### src/rtl/wtbv_pkg.sv
// wtbv_pkg: shared constants, action codes and cordic arctangent table
// used by the cordic unit and the top level of world_to_body_velocity_command
`default_nettype none
package wtbv_pkg;
    localparam int ANGLE_ITERATIONS = 16;
    localparam int ATAN_LEN = 24;
    localparam int ITER_N = (ANGLE_ITERATIONS < ATAN_LEN) ? ANGLE_ITERATIONS : ATAN_LEN;
    localparam int ITER_W = $clog2(ITER_N + 1);

    localparam logic [1:0] ACT_GOAL = 2'd0;
    localparam logic [1:0] ACT_ODOM = 2'd1;
    localparam logic [1:0] ACT_HEADING = 2'd2;
    localparam logic [1:0] ACT_VEL = 2'd3;

    localparam logic [2:0] REG_MAX_VX = 3'd0;
    localparam logic [2:0] REG_MAX_VY = 3'd1;
    localparam logic [2:0] REG_MAX_TURN = 3'd2;
    localparam logic [2:0] REG_GAIN = 3'd3;
    localparam logic [2:0] REG_STOP = 3'd4;

    localparam logic signed [33:0] PI_Q28 = 34'sd843314857;
    localparam logic signed [33:0] HALF_PI_Q28 = 34'sd421657428;
    localparam logic signed [33:0] GAIN_Q30 = 34'sd652032874;
    localparam logic signed [17:0] PI_Q13 = 18'sd25736;
    localparam logic signed [17:0] TWO_PI_Q13 = 18'sd51472;
    localparam logic [22:0] LIMIT_FLOOR = 23'd655;
    localparam logic [22:0] LIMIT_CEIL = 23'd4194304;

    function automatic logic signed [33:0] atan_q28(input logic [4:0] i);
        case (i)
            5'd0: atan_q28 = 34'sd210828714;
            5'd1: atan_q28 = 34'sd124459457;
            5'd2: atan_q28 = 34'sd65760959;
            5'd3: atan_q28 = 34'sd33381290;
            5'd4: atan_q28 = 34'sd16755422;
            5'd5: atan_q28 = 34'sd8385879;
            5'd6: atan_q28 = 34'sd4193963;
            5'd7: atan_q28 = 34'sd2097109;
            5'd8: atan_q28 = 34'sd1048571;
            5'd9: atan_q28 = 34'sd524287;
            5'd10: atan_q28 = 34'sd262144;
            5'd11: atan_q28 = 34'sd131072;
            5'd12: atan_q28 = 34'sd65536;
            5'd13: atan_q28 = 34'sd32768;
            5'd14: atan_q28 = 34'sd16384;
            5'd15: atan_q28 = 34'sd8192;
            5'd16: atan_q28 = 34'sd4096;
            5'd17: atan_q28 = 34'sd2048;
            5'd18: atan_q28 = 34'sd1024;
            5'd19: atan_q28 = 34'sd512;
            5'd20: atan_q28 = 34'sd256;
            5'd21: atan_q28 = 34'sd128;
            5'd22: atan_q28 = 34'sd64;
            5'd23: atan_q28 = 34'sd32;
            default: atan_q28 = 34'sd0;
        endcase
    endfunction

    // limit register forced into [0.01, 64.0]
    function automatic logic [22:0] eff_limit(input logic [22:0] r);
        if (r < LIMIT_FLOOR) eff_limit = LIMIT_FLOOR;
        else if (r > LIMIT_CEIL) eff_limit = LIMIT_CEIL;
        else eff_limit = r;
    endfunction

    typedef struct packed {
        logic start;
        logic vectoring;
        logic signed [33:0] x;
        logic signed [33:0] y;
        logic signed [33:0] z;
    } cordic_cmd_t;
endpackage
`default_nettype wire

### src/rtl/wtbv_cordic.sv
// wtbv_cordic: iterative cordic, one micro-rotation per cycle, vectoring or rotation
// depends on wtbv_pkg
`default_nettype none
module wtbv_cordic (
    input  wire logic clk,
    input  wire logic rst_n,
    input  wtbv_pkg::cordic_cmd_t cmd,
    output logic busy,
    output logic signed [33:0] x_out,
    output logic signed [33:0] y_out,
    output logic signed [33:0] z_out
);
    import wtbv_pkg::*;

    logic signed [33:0] x_reg, y_reg, z_reg;
    logic signed [33:0] x_next, y_next, z_next;
    logic [ITER_W-1:0] iter_reg;
    logic busy_reg;
    logic dir_pos;
    logic signed [33:0] xs, ys, at;

    always_comb
    begin
        // vectoring drives y toward zero, rotation drives z toward zero
        dir_pos = cmd.vectoring ? (y_reg >= 0) : (z_reg >= 0);
        xs = x_reg >>> iter_reg;
        ys = y_reg >>> iter_reg;
        at = atan_q28(5'(iter_reg));
        if (cmd.vectoring == dir_pos)
        begin
            x_next = x_reg + ys;
            y_next = y_reg - xs;
            z_next = z_reg + at;
        end
        else
        begin
            x_next = x_reg - ys;
            y_next = y_reg + xs;
            z_next = z_reg - at;
        end
        if (cmd.vectoring)
        begin
            if (dir_pos)
            begin
                x_next = x_reg + ys; y_next = y_reg - xs; z_next = z_reg + at;
            end
            else
            begin
                x_next = x_reg - ys; y_next = y_reg + xs; z_next = z_reg - at;
            end
        end
        else
        begin
            if (dir_pos)
            begin
                x_next = x_reg - ys; y_next = y_reg + xs; z_next = z_reg - at;
            end
            else
            begin
                x_next = x_reg + ys; y_next = y_reg - xs; z_next = z_reg + at;
            end
        end
    end

    always_ff @(posedge clk or negedge rst_n)
    begin
        if (!rst_n)
        begin
            busy_reg <= 1'b0;
            iter_reg <= '0;
        end
        else if (cmd.start)
        begin
            busy_reg <= (ITER_N != 0);
            iter_reg <= '0;
        end
        else if (busy_reg)
        begin
            iter_reg <= iter_reg + 1'b1;
            if (iter_reg == ITER_W'(ITER_N - 1)) busy_reg <= 1'b0;
        end
    end

    always_ff @(posedge clk)
    begin
        if (cmd.start)
        begin
            x_reg <= cmd.x;
            y_reg <= cmd.y;
            z_reg <= cmd.z;
        end
        else if (busy_reg)
        begin
            x_reg <= x_next;
            y_reg <= y_next;
            z_reg <= z_next;
        end
    end

    assign busy = busy_reg;
    assign x_out = x_reg;
    assign y_out = y_reg;
    assign z_out = z_reg;
endmodule
`default_nettype wire

### config.mk
export PLATFORM = sky130hd
export DESIGN_NAME = wtbv_cordic
export DESIGN_NICKNAME = d
export VERILOG_FILES = /design/src/rtl/wtbv_pkg.sv /design/src/rtl/wtbv_cordic.sv
export SDC_FILE = /design/constraint.sdc
export NUM_CORES = 1
export LEC_CHECK = 0
export BUFFER_PORTS_ARGS = -buffer_cell sky130_fd_sc_hd__buf_2
export CORE_MARGIN = 10
export CORE_UTILIZATION = 45
export CTS_CLUSTER_DIAMETER = 150
export DETAILED_ROUTE_END_ITERATION = 10
export GPL_ROUTABILITY_DRIVEN = 1
export SYNTH_ARGS = -nofsm -noshare
export SYNTH_HDL_FRONTEND = slang
export SYNTH_SLANG_ARGS = --single-unit
### constraint.sdc
create_clock -name clk -period 6.75 [get_ports clk]
set_input_delay 0.675 -clock clk [delete_from_list [all_inputs] [get_ports clk]]
set_output_delay 0.675 -clock clk [all_outputs]
set_load 0.03 [all_outputs]
==> results.yml, run 1 <==
run_status:
  outcome: "completed"
clocking:
  clock-sinks: 108
  cts_tree: "built"
  cts-htree-levels: 3
  ctsResizeCount: 0
  ctsHoldBuffers: 0
  root_buffer: "clkbuf_16"
  worstSkewPairLatency_ns: 0.41
  path_clk_slew_ns: 0.09
  max-clock-path-buffers: 2
  post_cts_buffers: 0
  numCtsBuffers: 9
synth:
  synthAdderAreaFrac_pct: 14.1
  yosys_most_used_dff: "edfxtp_1"
  synth.most_common_cell: "nand2_1"
  synthTopCellsByArea: "edfxtp_1 (16%), ha_1 (13%), nand2_1 (6.5%)"
  synth_top_cell_area_share_pct: 15.5
  synth_cell_types: 93
  synthesis.nets: 3013
  syn_area_sq_um: 19700
  synth_compound_area_share_pct: 27.5
  avgSynthCellArea_sq_um: 7.34
  ys_seq_area_share_pct: 16.3
  ys_ff_latch: 108
  synth_top_family_by_area: "compound AO/OA/AOI/OAI gates"
  synthSimpleGateAreaFrac_pct: 21.2
  yosys-top-cells-count: "nand2_1 (344), nor2_1 (252), o21ai_0 (224), a21oi_1 (222), ha_1 (212)"
  syn_inst: 2689
  yosys_warnings: 0
  yosysTopAreaCell: "edfxtp_1"
  synth_edf_count: 102
  synth-async-reset-ratio_pct: 5.56
  synthMuxAreaShare_pct: 9.49
  synthXorXnorAreaFrac_pct: 4.08
worst_setup_path:
  r2r_end: "z_out[28]"
  r2r-start: "iter_reg[1]"
  startpoint_type: "flop"
  crit_type: "flop to flop"
  worstPathCellList: "inv_1 > ha_1 > nor2b_1 > o21ai_0 > a21oi_1 > ha_1 > fa_1 > nor2b_1 > o31ai_1 > a211oi_1 > a41oi_2 > o211ai_2 > and2_1 > a211oi_1 > a2111oi_0 > nor3_1"
  cp_num_buf_inv: 1
  critPathMaxFanout: 59
  end_kind: "flop"
  rrSetupSlack_ns: 0.91
  path_delay_family: "compound AO/OA/AOI/OAI gates"
  cp_slowest_stage_delay_ns: 0.93
  required_ns: 6.90
  arrival_ns: 5.99
  slowest_stage: "dfrtp_4"
  rr_worst_depth: 16
sta:
  worst_pin_slew_ns: 0.924
  skew_ns: 0.0117
  post-route-period-util_pct: 86.5
  finalHoldViolations: 0
  setup_viol_count_final: 0
  slew_viol_final: 0
  fmax_ghz: 0.171
  finalSetupTns_ns: 0
  rsz0062_at_grt: "no"
  timing.final.crit_period_ns: 5.84
  slew_headroom_pct: 38.4
route:
  drtIter0Drc: 1953
  avgViaCountPerCell: 6.16
  drt-total-wl_um: 73800
  drc: 0
  vias: 20500
  drt_first_pass_iters: 6
  ant_nets: 0
  wl_per_cell_um: 22.2
final_layout:
  syn_to_final_growth_pct: 7.95
  num_antenna_cells: 0
  final_layout_size_suffix_gt1_share_pct: 13.2
  nNetsFinal: 3066
floorplanning:
  rows: 76
  core-area_sq_um: 43200
  ios: 209
  dieArea_sq_um: 52600
  start_util_pct: 45.7
  fp.dieH_um: 229
  die_w_um: 229
placed_design:
  portBuffers: 208
  hpwl_um: 57400
  finalWeightedCongestion: 0.984
global_route:
  grt_pass1_wl_um: 114000
  grt_usage_pct: 26.9
  grt_pass1_vias: 19800
  grt_antenna_before_repair: 0
  overflow: 0
  grt_max_degree: 122
run:
  cap_viol_max_count: 0
min_path:
  hold_path_class: "primary input to async pin"
## metal layers
layer	vias up	share of wire [%]	GRT usage, %
met5	-	0	0
met4	0	3.0	9.83
met3	104	5.9	3.82
met2	719	47	44.5
met1	9885	44	34.9
li1	9822	-	-
## worst reg2reg max path, stage by stage (launching register included)
cell and delay (ns):
dfrtp_4 0.93, inv_1 0.40, ha_1 0.43, nor2b_1 0.19
o21ai_0 0.25, a21oi_1 0.16, ha_1 0.30, fa_1 0.43
nor2b_1 0.17, o31ai_1 0.14, a211oi_1 0.56, a41oi_2 0.32
o211ai_2 0.32, and2_1 0.26, a211oi_1 0.13, a2111oi_0 0.48
nor3_1 0.10
## worst max-delay path by stage
stage | startpoint | endpoint | slack, ns | depth (start not counted)
after global routing | iter_reg[0] | z_out[28] | 0.57 | 16
after CTS | iter_reg[1] | z_out[28] | 1.00 | 16
after global placement | iter_reg[0] | z_out[28] | 1.17 | 16
final | iter_reg[1] | z_out[28] | 0.91 | 16
after detailed placement | iter_reg[1] | z_out[28] | 1.04 | 16
after floorplan | iter_reg[1] | y_out[26] | 1.89 | 18
## stage by stage
stage               hold WS, ns  setup WS [ns]  instances  area [sq um]  utilization, %
floorplan                 0.379           1.89       2689         19700               -
global placement          0.518           1.17       3316         21000            48.6
detailed placement        0.521           1.04       3316         21000            48.6
CTS                      0.0672           1.00       3332         21300            49.3
global route             0.0857          0.573       3332         21300            49.3
finish                   0.0778          0.910       3332         21300            49.3
## kinds of logic (layout without fill, tap and decap cells)
kind of cell,Yosys count,count (layout)
and+or+nand+nor,912,912
xor gates and xnor gates,92,92
adders and majority gates,218,218
AOI/OAI and AO/OA,842,842
DFF,108,108
muxes,135,135
buffers and inverters,382,440
## placed cells by master, fill, tap and decap left out, drive strengths merged, types with 13 or more instances in the layout
cell     instances
mux4            38
nor3            51
nand3           49
o2111ai         13
o21ai          231
a31oi           24
nor2           252
nand2          344
o21bai          24
edfxtp         102
a21oi          224
or3             15
a21o            43
nand2b          34
xnor2           64
o21a            46
o31ai           31
o211ai          29
mux2i           64
xor2            28
inv            200
nand4           28
and3            14
mux2            33
or2             23
nor2b           38
nor4            24
a211oi          45
buf            226
ha             212
a2111oi         13
## layout make-up
class | instances | area (sq um)
Clock buffer | 10 | 229
Fill cell | 4455 | 21900
Clock inverter | 6 | 93.8
Timing Repair Buffer | 226 | 1210
Sequential cell | 108 | 3220
Tap cell | 585 | 732
Inverter | 198 | 743
Multi-Input combinational cell | 2199 | 15100
Power of run 1 is not shown: default switching activity piles up to over one toggle a cycle in this logic, so the estimate is an artifact.
==> run 2, diff against run 1 <==
- BUFFER_PORTS_ARGS: -buffer_cell sky130_fd_sc_hd__buf_2 -> unset
- DONT_BUFFER_PORTS: unset -> 1
- PLACE_DENSITY: unset -> 0.58
==> run 2 against run 1 <==
Against the previous run: critical path depth increased by 3; core utilization decreased by 2.4 points; flip-flop and latch count unchanged; cell area decreased by 4.8%; clock skew increased by 0.0031 ns; wire length decreased by 1.8%; non-clock buffer count decreased by 200; die area unchanged; clock-buffer cell count increased by 2; final cell count decreased by 6.0%; via count decreased by 3.3%; register-to-register slack got worse by 0.04 ns; critical endpoint is now x_out[33]; highest routed layer is now met5.
==> results.yml, run 2 (synthesis results as in run 1) <==
clocking:
  root_buffer: "clkbuf_16"
  path_clk_slew_ns: 0.09
  clock-sinks: 108
  ctsResizeCount: 0
  post_cts_buffers: 0
  worstSkewPairLatency_ns: 0.41
  max-clock-path-buffers: 2
  cts_tree: "built"
  cts-htree-levels: 3
  numCtsBuffers: 9
route:
  vias: 19900
  drt-total-wl_um: 72500
  drc: 0
  avgViaCountPerCell: 6.34
  drt_first_pass_iters: 7
  ant_nets: 0
  drtIter0Drc: 1866
  wl_per_cell_um: 23.2
global_route:
  use_met1_pct: 34.8
  grt_pass1_wl_um: 111000
  grt_max_degree: 165
  overflow: 0
  grt_pass1_vias: 18800
  grt_usage_pct: 26.5
  top_usage_layer: "met2"
  grt_antenna_before_repair: 2
  grtUsageMet2_pct: 43.8
  use_met3_pct: 3.76
sta:
  timing.final.crit_period_ns: 5.88
  finalSetupTns_ns: 0
  post-route-period-util_pct: 87.0
  slew_viol_final: 0
  worst_pin_slew_ns: 1.03
  skew_ns: 0.0148
  finalHoldViolations: 0
  setup_viol_count_final: 0
  slew_headroom_pct: 31.3
  rsz0062_at_grt: "no"
  fmax_ghz: 0.170
worst_setup_path:
  startpoint_type: "flop"
  critPathMaxFanout: 52
  worstPathCellList: "buf_4 > mux2_2 > nor2_1 > a21oi_1 > nand2_1 > nand2_1 > o21ai_0 > nor2_1 > nor2_1 > ha_1 > a21oi_1 > o21ai_0 > a311oi_1 > and4b_1 > or2_1 > o31ai_1 > a2111oi_0 > a2111oi_0 > a221o_1"
  crit_type: "flop to flop"
  cp_slowest_stage_delay_ns: 0.86
  slowest_stage: "dfrtp_4"
  cp_num_buf_inv: 1
  required_ns: 6.92
  end_kind: "flop"
  arrival_ns: 6.05
  path_delay_family: "compound AO/OA/AOI/OAI gates"
  path_common_cell: "nor2_1"
floorplanning:
  start_util_pct: 45.7
  core-area_sq_um: 43200
  dieArea_sq_um: 52600
  fp.dieH_um: 229
  ios: 209
  die_w_um: 229
  rows: 76
final_layout:
  final_common_cell: "nand2_1"
  final-seq-area_sq_um: 3220
  syn_to_final_growth_pct: 2.74
  final_layout_size_suffix_gt1_share_pct: 6.36
  filler_cell_count: 4425
  multi_input_area_sq_um: 15100
  final_cell_mix: "nand2_1 (343), nor2_1 (252), o21ai_0 (224)"
  nNetsFinal: 2866
placed_design:
  finalWeightedCongestion: 0.990
  portBuffers: 0
  hpwl_um: 56700
min_path:
  hold_path_class: "primary input to flop"
run:
  cap_viol_max_count: 0
run_status:
  outcome: "completed"
run 2: cell count changes in the layout (fill, tap and decap cells not counted):
cell	previous run	this run
bufinv_16	2	0
buf_4	16	24
diode_2	0	1
buf_2	207	0
clkinv_4	0	2
buf_12	2	1
dlygate4sd3_1	0	1
inv_6	3	1
clkbuf_8	0	2
buf_6	1	0
run 2: routing by layer:
| metal | part of all wire [%] | wire [um] | vias to the layer above |
|---|---|---|---|
| li1 | - | - | 9414 |
| met1 | 44 | 31900 | 9550 |
| met2 | 47 | 34000 | 785 |
| met3 | 6.5 | 4740 | 101 |
| met4 | 2.6 | 1850 | 2 |
| met5 | 0.0096 | 7 | - |
run 2: path summary, 6_finish.rpt:
path	from	to	slack (ns)	depth (start not counted)
min in group asynchronous	rst_n	busy	0.61	1
max in group asynchronous	rst_n	iter_reg[1]	5.83	1
worst min register to register	iter_reg[3]	iter_reg[3]	0.89	4
worst max register to register	iter_reg[1]	x_out[33]	0.87	19
worst min-delay path	cmd[103]	iter_reg[3]	0.39	1
worst max-delay path	iter_reg[1]	x_out[33]	0.87	19
run 2: worst reg2reg max path, stage by stage (launching register included):
cell,delay (ns)
dfrtp_4,0.86
buf_4,0.45
mux2_2,0.40
nor2_1,0.11
a21oi_1,0.08
nand2_1,0.09
nand2_1,0.10
o21ai_0,0.23
nor2_1,0.07
nor2_1,0.24
ha_1,0.37
a21oi_1,0.29
o21ai_0,0.25
a311oi_1,0.45
and4b_1,0.37
or2_1,0.17
o31ai_1,0.10
a2111oi_0,0.59
a2111oi_0,0.16
a221o_1,0.29
run 2: final cells by class:
| type | instances | area share [%] |
|---|---|---|
| Antenna cell | 1 | 0.0123 |
| Clock buffer | 12 | 1.27 |
| Clock inverter | 4 | 0.167 |
| Inverter | 198 | 3.67 |
| Multi-Input combinational cell | 2199 | 74.3 |
| Sequential cell | 108 | 15.9 |
| Tap cell | 585 | 3.61 |
| Timing Repair Buffer | 26 | 1.04 |
run 2: what timing repair did:
item | CTS | global route
hold buffers | 1 | 0
endpoints found under the setup margin | 0 | 0
hold endpoints to repair | 6 | 0
run 2: stage by stage:
step           hold slack (ns)  cell area (sq um)  utilization [%]  std cells  worst slack, ns
6_report                 0.392              20300             46.9       3133            0.875
5_1_grt                  0.365              20300             46.9       3133            0.413
4_1_cts                  0.304              20300             46.9       3132            0.968
3_5_place_dp             0.380              20000             46.2       3115             1.02
3_3_place_gp             0.380              20000             46.2       3115             1.12
2_1_floorplan            0.379              19700                -       2689             1.89
Power of run 2 is left out for the same reason.
==> run 3, diff against run 2 <==
- clock period: 6.75 -> 7.6 ns (I/O delays scaled with it)
==> run 3 against run 2 <==
Against the previous run: non-clock buffer count fell by 12; cell area fell by 0.46%; worst setup slack improved by 0.56 ns; critical endpoint is now z_out[28]; largest cell class unchanged; highest routed layer unchanged.
==> results.yml, run 3 (synthesis results as in run 1) <==
clocking:
  max-clock-path-buffers: 2
  clock-sinks: 108
  worstSkewPairLatency_ns: 0.42
  path_clk_slew_ns: 0.08
  numCtsBuffers: 9
  ctsHoldBuffers: 0
  ctsResizeCount: 0
  post_cts_buffers: 0
  root_buffer: "clkbuf_16"
  cts_tree: "built"
  cts-htree-levels: 3
sta:
  rsz0062_at_grt: "no"
  fmax_ghz: 0.162
  skew_ns: 0.0122
  finalSetupTns_ns: 0
  worst_slack_ns: 1.43
  post-route-period-util_pct: 81.1
  worst_pin_slew_ns: 0.929
  finalHoldViolations: 0
  worst_hold_slack_ns: 0.0281
  timing.final.crit_period_ns: 6.17
  slew_headroom_pct: 38.0
  slew_viol_final: 0
  setup_viol_count_final: 0
worst_setup_path:
  rr_worst_depth: 16
  r2r-start: "iter_reg[0]"
  startpoint_type: "flop"
  rrSetupSlack_ns: 1.43
  r2r_end: "z_out[28]"
  end_kind: "flop"
  arrival_ns: 6.32
  required_ns: 7.76
  crit_type: "flop to flop"
  critPathMaxFanout: 29
route:
  drt_first_pass_iters: 5
  drtIter0Drc: 1803
  drt-total-wl_um: 72400
  drc: 0
  avgViaCountPerCell: 6.34
  ant_nets: 0
  vias: 19800
  wl_per_cell_um: 23.2
placed_design:
  hpwl_um: 56000
  finalWeightedCongestion: 1.03
  place_ws_ns: 1.60
  portBuffers: 0
floorplanning:
  core-area_sq_um: 43200
  fp.dieH_um: 229
  ios: 209
  rows: 76
  die_w_um: 229
  start_util_pct: 45.7
  dieArea_sq_um: 52600
final_layout:
  syn_to_final_growth_pct: 2.26
  filler_cell_count: 4462
  final_cell_mix: "nand2_1 (343), nor2_1 (252), o21ai_0 (224)"
  final_layout_size_suffix_gt1_share_pct: 5.88
  fin_util_pct: 46.7
  nNetsFinal: 2854
  final_common_cell: "nand2_1"
min_path:
  hold_path_class: "primary input to async pin"
global_route:
  overflow: 0
  grt_usage_pct: 26.3
  grt_pass1_vias: 18800
  grt_max_degree: 165
  grt_pass1_wl_um: 111000
  grt_antenna_before_repair: 4
run_status:
  outcome: "completed"
run:
  cap_viol_max_count: 0
[run 3: worst max path at each step]
stage,from,end,cells past startpoint
2_1_floorplan,iter_reg[1],y_out[26],18
3_3_place_gp,iter_reg[1],y_out[29],18
3_5_place_dp,iter_reg[0],z_out[28],16
4_1_cts,iter_reg[0],z_out[28],16
5_1_grt,iter_reg[0],x_out[30],18
6_report,iter_reg[0],z_out[28],16
[run 3: cell type report]
class | count | area, sq um | share of cell area [%]
clock buffer | 12 | 236 | 1.17
antenna | 1 | 2.50 | 0.0124
timing repair buffer | 14 | 118 | 0.583
inverter | 198 | 743 | 3.68
multi-input combinational | 2199 | 15100 | 74.7
tap | 585 | 732 | 3.63
clock inverter | 4 | 52.6 | 0.260
sequential | 108 | 3220 | 16.0
[run 3: critical path, stage by stage, from the launching register on]
cell and delay (ns):
dfrtp_4 0.72, clkinv_1 0.79, ha_1 0.63, nor2b_1 0.17, o21ai_0 0.33, a21oi_1 0.16
ha_1 0.28, fa_1 0.43, nor2b_1 0.20, o31ai_1 0.13, a211oi_1 0.56, a41oi_2 0.32
o211ai_2 0.33, and2_1 0.25, a211oi_1 0.11, a2111oi_0 0.42, nor3_1 0.09
[run 3: metrics by stage]
step | area (sq um) | std cells
after floorplan | 19700 | 2689
after global placement | 19900 | 3104
after detailed placement | 19900 | 3104
after CTS | 20200 | 3120
after global routing | 20200 | 3121
final | 20200 | 3121
[run 3: per-layer routing]
layer | share of wire [%] | vias up | GRT usage (%) | wire [um]
met1 | 44 | 9558 | 34.4 | 31700
met2 | 47 | 763 | 43.4 | 34100
met4 | 2.6 | 4 | 8.81 | 1910
li1 | - | 9384 | - | -
met5 | 0.037 | - | 0 | 27
met3 | 6.5 | 91 | 4.04 | 4710
Power of run 3 is left out for the same reason.
